`src/rtl/lcdns_pkg.sv`:
```
// Package for the character LCD nibble sequencer.
// Holds request codes, payload and queue types, register reset values and the row table.
// Used by every module of the block; depends on nothing.
`default_nettype none

package lcdns_pkg;

	// Request codes carried by the cmd field.
	localparam logic [2:0] REQ_IDLE  = 3'd0;
	localparam logic [2:0] REQ_INIT  = 3'd1;
	localparam logic [2:0] REQ_CMD   = 3'd2;
	localparam logic [2:0] REQ_DATA  = 3'd3;
	localparam logic [2:0] REQ_GOTO  = 3'd4;
	localparam logic [2:0] REQ_AREA  = 3'd5;
	localparam logic [2:0] REQ_CLEAR = 3'd6;

	// Configuration register indexes.
	localparam logic [1:0] CFG_ENTRY_MODE   = 2'd0;
	localparam logic [1:0] CFG_FUNCTION_SET = 2'd1;
	localparam logic [1:0] CFG_DISPLAY_CTRL = 2'd2;
	localparam logic [1:0] CFG_CLEAR_DISP   = 2'd3;

	// Register reset values.
	localparam logic [7:0] ENTRY_MODE_RESET   = 8'h02;
	localparam logic [7:0] FUNCTION_SET_RESET = 8'h28;
	localparam logic [7:0] DISPLAY_CTRL_RESET = 8'h0C;
	localparam logic [7:0] CLEAR_DISP_RESET   = 8'h01;

	localparam logic [7:0] SPACE_CHAR = 8'h20;
	localparam int QUEUE_DEPTH_DEFAULT = 4;

	// One request as it arrives.
	typedef struct packed {
		logic [2:0] cmd;
		logic [7:0] byte_value;
		logic [2:0] row;
		logic [4:0] col;
		logic [6:0] count;
	} req_t;

	// Pin levels and status reported for each request.
	typedef struct packed {
		logic       pins_enabled;
		logic       reg_select;
		logic       read_write;
		logic       enable_pin;
		logic [3:0] data_nibble;
		logic       busy_res;
		logic       done_res;
	} res_t;

	// Classified request held in the queue between front and back.
	typedef struct packed {
		logic [2:0] cmd;
		logic [7:0] value;
		logic [6:0] count;
	} entry_t;

	// Configuration register file contents.
	typedef struct packed {
		logic [7:0] entry_mode;
		logic [7:0] function_set;
		logic [7:0] display_ctrl;
		logic [7:0] clear_disp;
	} cfg_t;

	// DDRAM base address of each display row, indexed by row minus one.
	function automatic logic [7:0] row_base(input logic [1:0] idx);
		logic [7:0] base;
		case (idx)
			2'd0:    base = 8'h80;
			2'd1:    base = 8'hC0;
			2'd2:    base = 8'h94;
			default: base = 8'hD4;
		endcase
		return base;
	endfunction

endpackage

`default_nettype wire

```
`src/rtl/char_lcd_nibble_sequencer.sv`:
```
// Top level of the character LCD nibble sequencer: configuration registers,
// front end with request queue, and the pin sequencing back end. Depends on lcdns_pkg.
//
// Each request item is one sequencer tick and yields exactly one result with the
// LCD pin levels after that tick. A new item is taken every cycle unless the queue is
// full, and the back end advances one step per queued item, one per cycle unless a
// waiting result is stalled; each item sits in the QUEUE_DEPTH-entry queue between
// front and back end, then in the result register, which lets the next item proceed
// only while it is empty or its result is taken. Requests other than a plain tick
// start only when the sequencer is idle; while one runs, further codes count as ticks.
// A byte takes eight ticks, init takes 33, a cursor move eight, clear area nine plus
// eight per space. Configuration is written through cfg_write_en, cfg_index and
// cfg_data; the user must do so only while the block is idle, as nothing enforces it.
`default_nettype none

module char_lcd_nibble_sequencer #(
	parameter int QUEUE_DEPTH = lcdns_pkg::QUEUE_DEPTH_DEFAULT
) (
	input  wire              clk,
	input  wire              arst_n,
	input  wire              req_valid,
	output logic             req_stall,
	input  lcdns_pkg::req_t  req_data,
	output logic             res_valid,
	input  wire              res_stall,
	output lcdns_pkg::res_t  res_data,
	input  wire              cfg_write_en,
	input  wire [1:0]        cfg_index,
	input  wire [7:0]        cfg_data
);

	lcdns_pkg::cfg_t   cfg_q;
	lcdns_pkg::entry_t q_entry;
	logic              q_valid;
	logic              q_pop;

	// Configuration register file.
	always_ff @(posedge clk or negedge arst_n) begin
		if (!arst_n) begin
			cfg_q.entry_mode   <= lcdns_pkg::ENTRY_MODE_RESET;
			cfg_q.function_set <= lcdns_pkg::FUNCTION_SET_RESET;
			cfg_q.display_ctrl <= lcdns_pkg::DISPLAY_CTRL_RESET;
			cfg_q.clear_disp   <= lcdns_pkg::CLEAR_DISP_RESET;
		end else if (cfg_write_en) begin
			unique case (cfg_index)
				lcdns_pkg::CFG_ENTRY_MODE:   cfg_q.entry_mode   <= cfg_data;
				lcdns_pkg::CFG_FUNCTION_SET: cfg_q.function_set <= cfg_data;
				lcdns_pkg::CFG_DISPLAY_CTRL: cfg_q.display_ctrl <= cfg_data;
				default:                     cfg_q.clear_disp   <= cfg_data;
			endcase
		end
	end

	lcdns_front #(
		.QUEUE_DEPTH(QUEUE_DEPTH)
	) u_front (
		.clk       (clk),
		.arst_n    (arst_n),
		.req_valid (req_valid),
		.req_stall (req_stall),
		.req_data  (req_data),
		.q_valid   (q_valid),
		.q_entry   (q_entry),
		.q_pop     (q_pop)
	);

	lcdns_back u_back (
		.clk       (clk),
		.arst_n    (arst_n),
		.q_valid   (q_valid),
		.q_entry   (q_entry),
		.q_pop     (q_pop),
		.cfg       (cfg_q),
		.res_valid (res_valid),
		.res_stall (res_stall),
		.res_data  (res_data)
	);

	// A finishing tick never reports busy.
	a_done_not_busy: assert property (@(posedge clk) disable iff (!arst_n)
		res_valid |-> !(res_data.done_res && res_data.busy_res))
		else $error("done and busy reported together");

	// The strobe is only high in the middle of a running request.
	a_strobe_busy: assert property (@(posedge clk) disable iff (!arst_n)
		res_valid && res_data.enable_pin |-> res_data.busy_res)
		else $error("enable strobe high while idle");

	// The back end only takes an entry that the queue holds.
	a_pop_valid: assert property (@(posedge clk) disable iff (!arst_n)
		q_pop |-> q_valid)
		else $error("queue popped while empty");

	// Once the pins are outputs they stay so.
	a_pins_stay: assert property (@(posedge clk) disable iff (!arst_n)
		res_valid && !res_stall && res_data.pins_enabled ##1 res_valid
		|-> res_data.pins_enabled)
		else $error("pins_enabled dropped");

endmodule

`default_nettype wire

```
`src/rtl/lcdns_front.sv`:
```
// Front end of the LCD sequencer: classifies incoming requests and queues them.
// Computes the cursor address for move requests. Depends on lcdns_pkg.
`default_nettype none

module lcdns_front #(
	parameter int QUEUE_DEPTH = lcdns_pkg::QUEUE_DEPTH_DEFAULT
) (
	input  wire                  clk,
	input  wire                  arst_n,
	input  wire                  req_valid,
	output logic                 req_stall,
	input  lcdns_pkg::req_t      req_data,
	output logic                 q_valid,
	output lcdns_pkg::entry_t    q_entry,
	input  wire                  q_pop
);

	localparam int IdxW = (QUEUE_DEPTH > 1) ? $clog2(QUEUE_DEPTH) : 1;
	localparam int CntW = $clog2(QUEUE_DEPTH + 1);
	localparam logic [IdxW-1:0] LastIdx = IdxW'(QUEUE_DEPTH - 1);
	localparam logic [CntW-1:0] FullCnt = CntW'(QUEUE_DEPTH);

	lcdns_pkg::entry_t entry_c;
	lcdns_pkg::entry_t mem_q [QUEUE_DEPTH];
	logic [IdxW-1:0] wr_ptr_q;
	logic [IdxW-1:0] rd_ptr_q;
	logic [CntW-1:0] count_q;
	logic [7:0] addr_c;
	logic push;

	// Cursor address: row table entry plus column minus one, wrapping at 256.
	assign addr_c = lcdns_pkg::row_base(req_data.row[1:0] - 2'd1)
		+ {3'b000, req_data.col} + 8'hFF;

	// Classify the request; a code without meaning becomes a plain tick.
	always_comb begin
		entry_c.cmd   = req_data.cmd;
		entry_c.value = 8'h00;
		entry_c.count = req_data.count;
		unique case (req_data.cmd) inside
			lcdns_pkg::REQ_CMD, lcdns_pkg::REQ_DATA: begin
				entry_c.value = req_data.byte_value;
			end
			lcdns_pkg::REQ_GOTO, lcdns_pkg::REQ_AREA: begin
				entry_c.value = addr_c;
			end
			lcdns_pkg::REQ_IDLE, lcdns_pkg::REQ_INIT, lcdns_pkg::REQ_CLEAR: begin
			end
			default: begin
				entry_c.cmd = lcdns_pkg::REQ_IDLE;
			end
		endcase
	end

	assign req_stall = (count_q == FullCnt);
	assign push      = req_valid && !req_stall;
	assign q_valid   = (count_q != '0);
	assign q_entry   = mem_q[rd_ptr_q];

	// Queue storage.
	always_ff @(posedge clk) begin
		if (push) begin
			mem_q[wr_ptr_q] <= entry_c;
		end
	end

	// Queue pointers and fill count.
	always_ff @(posedge clk or negedge arst_n) begin
		if (!arst_n) begin
			wr_ptr_q <= '0;
			rd_ptr_q <= '0;
			count_q  <= '0;
		end else begin
			if (push) begin
				wr_ptr_q <= (wr_ptr_q == LastIdx) ? '0 : wr_ptr_q + 1'b1;
			end
			if (q_pop) begin
				rd_ptr_q <= (rd_ptr_q == LastIdx) ? '0 : rd_ptr_q + 1'b1;
			end
			if (push && !q_pop) begin
				count_q <= count_q + 1'b1;
			end else if (q_pop && !push) begin
				count_q <= count_q - 1'b1;
			end
		end
	end

endmodule

`default_nettype wire

```
`src/rtl/lcdns_back.sv`:
```
// Back end of the LCD sequencer: runs one tick of the pin sequence per queued request.
// Holds the request state machine and the registered result. Depends on lcdns_pkg.
`default_nettype none

module lcdns_back (
	input  wire                  clk,
	input  wire                  arst_n,
	input  wire                  q_valid,
	input  lcdns_pkg::entry_t    q_entry,
	output logic                 q_pop,
	input  lcdns_pkg::cfg_t      cfg,
	output logic                 res_valid,
	input  wire                  res_stall,
	output lcdns_pkg::res_t      res_data
);

	logic [2:0] phase_q, phase_n;
	logic [2:0] req_q, req_n;
	logic [2:0] init_q, init_n;
	logic [7:0] latch_q, latch_n;
	logic [6:0] spaces_q, spaces_n;
	logic       area_q, area_n;
	logic       rs_q, rs_n;
	logic       e_q, e_n;
	logic [3:0] nib_q, nib_n;
	logic       on_q, on_n;
	logic       do_tick, tick_rs, byte_done, finished;
	logic       res_valid_q;
	lcdns_pkg::res_t res_q;

	assign q_pop = q_valid && (!res_valid_q || !res_stall);

	// Init command selected by the current init step.
	function automatic logic [7:0] init_cmd(input lcdns_pkg::cfg_t c, input logic [1:0] sel);
		logic [7:0] v;
		case (sel)
			lcdns_pkg::CFG_ENTRY_MODE:   v = c.entry_mode;
			lcdns_pkg::CFG_FUNCTION_SET: v = c.function_set;
			lcdns_pkg::CFG_DISPLAY_CTRL: v = c.display_ctrl;
			default:                     v = c.clear_disp;
		endcase
		return v;
	endfunction

	// Next state for one tick.
	always_comb begin
		phase_n   = phase_q;
		req_n     = req_q;
		init_n    = init_q;
		latch_n   = latch_q;
		spaces_n  = spaces_q;
		area_n    = area_q;
		rs_n      = rs_q;
		e_n       = e_q;
		nib_n     = nib_q;
		on_n      = on_q;
		do_tick   = 1'b0;
		tick_rs   = 1'b0;
		byte_done = 1'b0;
		finished  = 1'b0;

		// Start a new request only while idle.
		if (req_q == lcdns_pkg::REQ_IDLE && q_entry.cmd != lcdns_pkg::REQ_IDLE) begin
			req_n   = q_entry.cmd;
			phase_n = 3'd0;
			unique case (q_entry.cmd) inside
				lcdns_pkg::REQ_INIT: init_n = 3'd0;
				lcdns_pkg::REQ_CMD, lcdns_pkg::REQ_DATA, lcdns_pkg::REQ_GOTO: begin
					latch_n = q_entry.value;
				end
				lcdns_pkg::REQ_AREA: begin
					latch_n  = q_entry.value;
					spaces_n = q_entry.count;
					area_n   = 1'b0;
				end
				default: latch_n = cfg.clear_disp;
			endcase
		end

		// Decide what this tick does for the running request.
		unique case (req_n) inside
			lcdns_pkg::REQ_IDLE: begin
			end
			lcdns_pkg::REQ_INIT: begin
				if (init_n == 3'd0) begin
					on_n   = 1'b1;
					init_n = 3'd1;
				end else begin
					if (phase_n == 3'd0) begin
						latch_n = init_cmd(cfg, init_n[1:0] - 2'd1);
					end
					do_tick = 1'b1;
				end
			end
			lcdns_pkg::REQ_DATA: begin
				do_tick = 1'b1;
				tick_rs = 1'b1;
			end
			lcdns_pkg::REQ_AREA: begin
				if (!area_n) begin
					do_tick = 1'b1;
				end else if (spaces_n == 7'd0) begin
					area_n   = 1'b0;
					finished = 1'b1;
				end else begin
					if (phase_n == 3'd0) begin
						latch_n = lcdns_pkg::SPACE_CHAR;
					end
					do_tick = 1'b1;
					tick_rs = 1'b1;
				end
			end
			lcdns_pkg::REQ_CMD, lcdns_pkg::REQ_GOTO, lcdns_pkg::REQ_CLEAR: begin
				do_tick = 1'b1;
			end
			default: finished = 1'b1;
		endcase

		// Eight-phase byte pattern on the bus pins.
		if (do_tick) begin
			case (phase_n)
				3'd0: rs_n = tick_rs;
				3'd1: e_n = 1'b1;
				3'd2: nib_n = latch_n[7:4];
				3'd3: e_n = 1'b0;
				3'd4: e_n = 1'b1;
				3'd5: nib_n = latch_n[3:0];
				3'd6: e_n = 1'b0;
				default: byte_done = 1'b1;
			endcase
			phase_n = byte_done ? 3'd0 : phase_n + 3'd1;
		end

		// Follow-up once a whole byte has gone out.
		if (byte_done) begin
			unique case (req_n) inside
				lcdns_pkg::REQ_INIT: begin
					if (init_n >= 3'd4) begin
						init_n   = 3'd0;
						finished = 1'b1;
					end else begin
						init_n = init_n + 3'd1;
					end
				end
				lcdns_pkg::REQ_AREA: begin
					if (!area_n) begin
						area_n = 1'b1;
					end else begin
						spaces_n = spaces_n - 7'd1;
					end
				end
				default: finished = 1'b1;
			endcase
		end

		if (finished) begin
			req_n = lcdns_pkg::REQ_IDLE;
		end
	end

	// Sequencer state.
	always_ff @(posedge clk or negedge arst_n) begin
		if (!arst_n) begin
			phase_q  <= 3'd0;
			req_q    <= lcdns_pkg::REQ_IDLE;
			init_q   <= 3'd0;
			latch_q  <= 8'h00;
			spaces_q <= 7'd0;
			area_q   <= 1'b0;
			rs_q     <= 1'b0;
			e_q      <= 1'b0;
			nib_q    <= 4'h0;
			on_q     <= 1'b0;
		end else if (q_pop) begin
			phase_q  <= phase_n;
			req_q    <= req_n;
			init_q   <= init_n;
			latch_q  <= latch_n;
			spaces_q <= spaces_n;
			area_q   <= area_n;
			rs_q     <= rs_n;
			e_q      <= e_n;
			nib_q    <= nib_n;
			on_q     <= on_n;
		end
	end

	// Result register valid flag.
	always_ff @(posedge clk or negedge arst_n) begin
		if (!arst_n) begin
			res_valid_q <= 1'b0;
		end else if (q_pop) begin
			res_valid_q <= 1'b1;
		end else if (!res_stall) begin
			res_valid_q <= 1'b0;
		end
	end

	// Result payload: pin levels after this tick.
	always_ff @(posedge clk) begin
		if (q_pop) begin
			res_q.pins_enabled <= on_n;
			res_q.reg_select   <= rs_n;
			res_q.read_write   <= 1'b0;
			res_q.enable_pin   <= e_n;
			res_q.data_nibble  <= nib_n;
			res_q.busy_res     <= (req_n != lcdns_pkg::REQ_IDLE);
			res_q.done_res     <= finished;
		end
	end

	assign res_valid = res_valid_q;
	assign res_data  = res_q;

endmodule

`default_nettype wire

```
`config.mk`:
```
export PLATFORM = sky130hd
export DESIGN_NAME = char_lcd_nibble_sequencer
export DESIGN_NICKNAME = d
export VERILOG_FILES = /design/src/rtl/lcdns_pkg.sv /design/src/rtl/char_lcd_nibble_sequencer.sv /design/src/rtl/lcdns_front.sv /design/src/rtl/lcdns_back.sv
export SDC_FILE = /design/constraint.sdc
export NUM_CORES = 1
export LEC_CHECK = 0
export ABC_AREA = 0
export BUFFER_PORTS_ARGS = -buffer_cell sky130_fd_sc_hd__buf_2
export CORE_UTILIZATION = 61
export CTS_CLUSTER_DIAMETER = 150
export DETAILED_ROUTE_END_ITERATION = 10
export PLACE_DENSITY = 0.9
export SLEW_MARGIN = 20
export SYNTH_ARGS = -nofsm -noshare
export SYNTH_HDL_FRONTEND = slang
export SYNTH_SLANG_ARGS = --single-unit
```
`constraint.sdc`:
```
create_clock -name clk -period 5.4 [get_ports clk]
set_clock_uncertainty 0.05 [all_clocks]
set_input_delay 0.81 -clock clk [delete_from_list [all_inputs] [get_ports clk]]
set_output_delay 0.81 -clock clk [all_outputs]
set_load 0.03 [all_outputs]
```
==> results of run 1 <==
state kept, by name, indices dropped and copies added (netlist names):
register / flops
u_front.mem_q: 72
cfg_q: 32
u_back.res_data: 9
u_back.latch_q: 8
u_back.spaces_q: 7
u_back.nib_q: 4
u_back.init_q: 3
u_back.phase_q: 3
u_back.req_q: 3
u_front.count_q: 3
u_front.rd_ptr_q: 2
u_front.wr_ptr_q: 2
u_back.area_q: 1
u_back.e_q: 1
u_back.on_q: 1
u_back.res_valid: 1
u_back.rs_q: 1
cell families after synthesis:
| family | Yosys count |
|---|---|
| adders and majority gates | 23 |
| muxes | 74 |
| xor gates and xnor gates | 9 |
| buffers and inverters | 61 |
| other | 1 |
| and+or+nand+nor | 170 |
| DFF | 153 |
| AOI/OAI and AO/OA | 148 |
routing by layer:
metal / global-route usage, % / wire, um / vias up
met5: 0 / 0 / -
met1: 31.7 / 6480 / 2650
met4: 15.0 / 524 / 0
li1: - / - / 2498
met3: 6.85 / 1190 / 56
met2: 47.0 / 8790 / 276
synth_stat cells, types with 9 or more instances:
cell,count
edfxtp_1,81
dfrtp_1,66
nand2_1,51
o21ai_0,44
mux2_2,40
nor2_1,38
inv_1,25
clkbuf_1,21
ha_1,21
a21oi_1,20
nand3_1,17
mux2i_1,16
mux4_2,16
a31oi_1,13
nor3_1,9
final cells by class:
class / instances / area share [%]
flip-flops and latches: 153 / 48.4
multi-input cells: 425 / 38.0
clock buffers: 17 / 4.85
repair buffers: 62 / 3.88
well taps: 172 / 2.45
clock inverters: 15 / 1.44
inverters: 25 / 1.07
how the worst max path moves through the flow:
stage	end	slack, ns	cells past startpoint
2_1_floorplan	u_back.res_data[4]$_DFFE_PP_	1.02	15
5_1_grt	u_back.res_data[4]$_DFFE_PP_	0.45	11
3_5_place_dp	u_back.res_data[4]$_DFFE_PP_	0.66	11
6_report	u_back.res_data[4]$_DFFE_PP_	0.61	11
3_3_place_gp	u_back.res_data[4]$_DFFE_PP_	0.90	11
4_1_cts	u_back.res_data[4]$_DFFE_PP_	0.65	11
per-stage QoR:
step	utilization [%]	worst slack, ns	total power, mW	instance area [um2]
final	69.8	0.614	5.20	8770
after global routing	69.8	0.448	5.47	8770
after CTS	69.8	0.650	5.17	8770
after detailed placement	65.4	0.663	4.04	8220
after global placement	65.4	0.896	3.89	8220
after floorplan	-	1.02	3.48	7840
placed cells by master, fill, tap and decap left out, types with 12 or more instances in the layout:
master / n
a31oi_1: 13
a21oi_1: 20
edfxtp_1: 81
mux2i_1: 16
inv_1: 25
clkbuf_16: 17
nand2_1: 51
mux2_2: 40
nor2_1: 38
buf_2: 50
o21ai_0: 44
dfrtp_1: 66
mux4_2: 16
nand3_1: 17
ha_1: 21
buf_4: 12
worst max-delay path, stage by stage, from the launching register on:
cell,delay [ns]
dfrtp_1,0.65
mux4_2,0.39
and4b_1,0.68
mux2i_1,0.44
ha_1,0.23
or4b_2,0.60
nor2_1,0.14
and4b_1,0.27
o221ai_2,0.21
and4_1,0.34
a22o_1,0.25
a221o_1,0.28
power by group:
part,leakage (nW),switching (mW),internal (mW)
logic,1.57,1.38,0.892
clock network,0.251,0.483,0.631
registers,1.61,0.226,1.59
==> impl_results.md, run 1 <==
- Clk sink count: 153
- Slew HR: 34.1%
- Num CTS Buffers: 17
- Class of the most critical hold timing path: reg -> reg
- Number of antenna diodes: 0
- Hold bufs inserted after CTS: 0
- # nets final: 748
- Crit path DAT: 4.91 ns
- Gate Count Post-Synth: 639
- Worst IR drop on VDD: 0.466 mV
- Wire length reported by the detailed router: 17000 um
- Number of core rows: 41
- Hold path startpoint: u_back.on_q$_DFFE_PN0P_
- Unique cell type count in the Yosys netlist: 68
- Area inside the core boundary: 0.0126 mm2
- Synth warnings: 0
- Synthesized-area fraction occupied by ao, oa, aoi and oai cells: 12.8%
- Power per Cell Area: 593 mW/mm2
- Accumulated negative setup slack: 0 ns
- RSZ-0062 raised after global routing: false
- Initial DRC count: 465
- CTS tree: done
- Total leakage power: 3.44 nW
- Crit path launch: u_front.rd_ptr_q[1]$_DFFE_PN0P_
- Post-synthesis average cell area: 12.3 um2
- Post-synth design cell area: 0.00784 mm2
- Fraction of the mapped netlist area in simple logic gates: 11.7%
- Syn_nets: 703
- Library cell with the largest summed area after synthesis: edfxtp_1
- Fraction of synthesized cell area in xor and xnor cells: 1.01%
- Number of instances resized during post-cts repair: 0
- Type of the worst setup path: reg -> reg
- GR Overflow Total: 0
- DR vias: 5480
- Post-synthesis share of cell area spent on full adders, half adders and majority gates: 3.86%
- Sequential fraction of the synthesis area: 54.1%
- Total of max-cap violations: 0
- Clock period minus worst slack: 4.79 ns
- Layout overhead on the synthesized area: 11.9%
- Largest net degree at the start of global routing: 73
- Wire length per cell: 19.5 um
- Slew at the pin with the worst max-slew slack: 0.989 ns
- Worst flop-to-flop path startpoint: u_front.rd_ptr_q[1]$_DFFE_PN0P_
- Maximum clock frequency: 0.209 GHz
- Via count normalized by instance count: 6.31
- Multi-input combinational cell area: 0.00333 mm2
- Starting utilization of the core area: 62.4%
- Mux cell area share after synthesis: 13.1%
- Hold Crit Depth: 1
- Level count of the clock H-tree: 4
- Worst hold margin: 0.427 ns
- DP Cell Count: 837
- Ratio of final minimum period to clock period: 88.6%
- Data required time of the critical path: 5.52 ns
- Reg2Reg Setup Slack: 0.61 ns
- First-pass GRT wire length: 27000 um
- Crit Reg-Reg Endpoint: u_back.res_data[4]$_DFFE_PP_
- Top-area cell type share of the netlist area: 31.0%
- Clock Tree Buf Depth: 2
- Count of filler cells inserted in the layout: 837
- Final GP Congestion: 0.844
- Worst hold endpoint: u_back.on_q$_DFFE_PN0P_
- Post CTS Setup Buffer Count: 0
- I/O Buffers: 50
- CP Max Fanout: 14
- Clock-pin slew of the registers on the worst-case setup and hold paths: 0.06 ns
- Endpoint kind of the worst setup timing path: flop
- Startpoint Class: flop
- Top cells by area, synth: edfxtp_1, dfrtp_1, mux2_2, mux4_2, ha_1
- Leading register cell type out of synthesis: edfxtp_1
- Top-level I/O count: 53
- Vias in the first global route: 5482
- Die extent in y: 115 um
- Root buffer selected by CTS: clkbuf_16
- Number of nets still failing antenna checks after routing: 0
- Layout cells sized above 1: 24.4%
- Depth of the worst register-to-register path: 11
- Total GRT Usage: 27.5%
- Register area: 0.00424 mm2
- Largest family of logic cells by synthesized area: multiplexers
- Final cell count without fillers: 869
- # DRC: 0
- Length of the first detailed-routing pass in iterations: 5
- Initial antenna violation count: 0
- Full die area: 0.0133 mm2
- Outcome: complete, no violations
- Number of pins with negative max-slew slack in the final report: 0
- Insertion delay to the later sink of the worst-skew pair: 0.44 ns
- Final setup violation count: 0
- Hold Vio Cnt, Final: 0
- FFs w/ async S/R, synth: 47.1%
- HPWL after DPL: 11100 um
- Chip width: 115 um
- Number of enable flip-flop cells after synthesis: 81
- Flops & latches, synth: 153
No activity file was read; power rests on OpenSTA's default activity.
==> run 2: changes to the inputs <==
Settings changed: BUFFER_PORTS_ARGS -buffer_cell sky130_fd_sc_hd__buf_2 to not set, CORE_UTILIZATION 61 to 64, DONT_BUFFER_PORTS set to 1.
==> impl_results.md, run 2 (synthesis results as in run 1) <==
- Outcome: complete, no violations
- First-pass GRT wire length: 27000 um (-0.13%)
- Number of pins with negative max-slew slack in the final report: 0 (unchanged)
- Clock-pin slew of the registers on the worst-case setup and hold paths: 0.06 ns (about the same)
- Library cell appearing most often on the critical path: and4b_1
- Clock Tree Buf Depth: 2 (unchanged)
- Class of the most critical hold timing path: in -> async
- Vias in the first global route: 5313 (-3.1%)
- Maximum clock frequency: 0.203 GHz (-2.8%)
- Final instance area: 0.00854 mm2 (-2.7%)
- Wire length reported by the detailed router: 17000 um (+0.31%)
- Type of the worst setup path: reg -> reg
- # DRC: 0 (unchanged)
- Highest metal layer with signal wires: met4
- Clock period minus worst slack: 4.92 ns (+0.136 ns)
- Full die area: 0.0127 mm2 (-4.6%)
- Layout cells sized above 1: 18.3% (-6.1 points)
- Worst hold margin: 0.0171 ns (-0.410 ns)
- GR Overflow Total: 0 (unchanged)
- M1 wire length: 6740 um (+4.1%)
- I/O Buffers: 0 (-100%)
- Number of instances resized during post-cts repair: 0 (unchanged)
- Via count normalized by instance count: 6.73 (+6.7%)
- Biggest register: u_front.mem_q
- Placed standard-cell area: 0.00792 mm2 (-3.6%)
- Accumulated negative setup slack: 0 ns (unchanged)
- Slowest cell on the critical path: and4b_1
- CTS tree: done
- Total of max-cap violations: 0 (unchanged)
- Total power draw: 5.27 mW (+1.3%)
- CP Max Fanout: 14 (unchanged)
- HPWL after DPL: 10900 um (-1.8%)
- Level count of the clock H-tree: 4 (unchanged)
- Area inside the core boundary: 0.0120 mm2 (-4.8%)
- Hold Vio Cnt, Final: 0 (unchanged)
- Number of antenna diodes: 0 (unchanged)
- Length of the first detailed-routing pass in iterations: 8 (+3)
- Layout overhead on the synthesized area: 8.96%
- Most frequent cells in the layout: edfxtp_1, dfrtp_1, nand2_1
- # nets final: 697 (-6.8%)
- Crit path DAT: 5.06 ns (+0.15 ns)
- Endpoint kind of the worst setup timing path: flop
- Critical-path cell list: mux4_2 -> and4b_1 -> mux2i_1 -> ha_1 -> or4b_2 -> nor2_1 -> and4b_1 -> o221ai_2 -> and4_1 -> a22o_1 -> a221o_1
- Root buffer selected by CTS: clkbuf_16
- Hold bufs inserted after CTS: 0 (unchanged)
- Num CTS Buffers: 17 (unchanged)
- DR vias: 5334 (-2.7%)
- RSZ-0062 raised after global routing: false
- Total leakage power: 3.27 nW (-4.9%)
- Number of nets still failing antenna checks after routing: 0 (unchanged)
- Starting utilization of the core area: 65.5% (+3.2 points)
- Number of flip-flops in the largest register: 72 (unchanged)
- Total GRT Usage: 28.4% (+0.98 points)
- Most common cell after layout, fill and taps aside: edfxtp_1
- Die extent in y: 113 um (-2.3%)
- Initial antenna violation count: 0 (unchanged)
- Post CTS Setup Buffer Count: 0 (unchanged)
- Startpoint Class: flop
- Number of core rows: 40 (-2.4%)
- Clk sink count: 153 (unchanged)
- Final GP Congestion: 0.871 (+3.2%)
- Final setup violation count: 0 (unchanged)
- Worst IR drop on VDD: 0.315 mV (-32%)
- Data required time of the critical path: 5.53 ns (about the same)
- Wire length per cell: 21.5 um (+9.9%)
- Met2 WL post-DR: 8710 um (-0.92%)
- Power per Cell Area: 617 mW/mm2 (+4.1%)
- Top-level I/O count: 53 (unchanged)
- Slew HR: 29.2% (-4.9 points)
- Total length of routed met3 wires: 1130 um (-5.4%)
- Initial DRC count: 457 (-1.7%)
- Chip width: 113 um (-2.3%)
- Ratio of final minimum period to clock period: 91.1% (+2.5 points)
- Largest net degree at the start of global routing: 73 (unchanged)
- Worst-case setup slack after placement: 0.563 ns (-0.0998 ns)
- Final worst setup slack: 0.478 ns (-0.136 ns)
- Slowest stage delay, CP: 0.68 ns (about the same)
- Insertion delay to the later sink of the worst-skew pair: 0.44 ns (about the same)
- Slew at the pin with the worst max-slew slack: 1.06 ns (+0.0739 ns)
-- run 2: final timing paths --
kind                                                 start                            end  slack, ns  cells past startpoint
max                        u_front.rd_ptr_q[0]$_DFFE_PN0P_   u_back.res_data[4]$_DFFE_PP_       0.48                     11
min                                                 arst_n          cfg_q[18]$_DFFE_PN0P_       0.02                      0
max reg2reg                u_front.rd_ptr_q[0]$_DFFE_PN0P_   u_back.res_data[4]$_DFFE_PP_       0.48                     11
min reg2reg                        u_back.on_q$_DFFE_PN0P_        u_back.on_q$_DFFE_PN0P_       0.43                      1
max in group asynchronous                           arst_n         u_back.e_q$_DFFE_PN0P_       3.96                      1
min in group clk                               req_data[1]  u_front.mem_q[0][1]$_DFFE_PP_       0.42                      0
-- run 2: layout make-up --
| class | instances | area [um2] |
|---|---|---|
| sequential | 153 | 4240 |
| timing repair buffer | 11 | 87.6 |
| inverter | 25 | 93.8 |
| multi-input combinational | 425 | 3330 |
| clock buffer | 19 | 433 |
| clock inverter | 13 | 170 |
| fill | 734 | 3420 |
| tap | 147 | 184 |
-- run 2: metrics by stage --
stage | cells | util (%)
2_1_floorplan | 639 | -
3_3_place_gp | 759 | 66.1
3_5_place_dp | 759 | 66.2
4_1_cts | 791 | 71.2
5_1_grt | 793 | 71.4
6_report | 793 | 71.4
-- run 2: worst max-delay path, delay by kind of cell, from the launching register on --
family	cells	cell delay (ns)
AOI/OAI and AO/OA	3	0.72
adders and majority gates	1	0.24
DFF	1	0.61
muxes	2	1.02
and+or+nand+nor	5	2.04
-- run 2: routing by layer --
layer,up-vias,global-route usage (%)
li1,2399,-
met3,48,8.48
met4,0,11.8
met1,2636,34.3
met5,-,0
met2,251,47.9
-- run 2: report_power, final --
part / switching, mW / leakage, nW / internal (mW) / total [mW]
sequential: 0.318 / 1.61 / 1.59 / 1.91
clock: 0.482 / 0.284 / 0.730 / 1.21
combinational: 1.29 / 1.37 / 0.853 / 2.15
total: 2.09 / 3.27 / 3.18 / 5.27
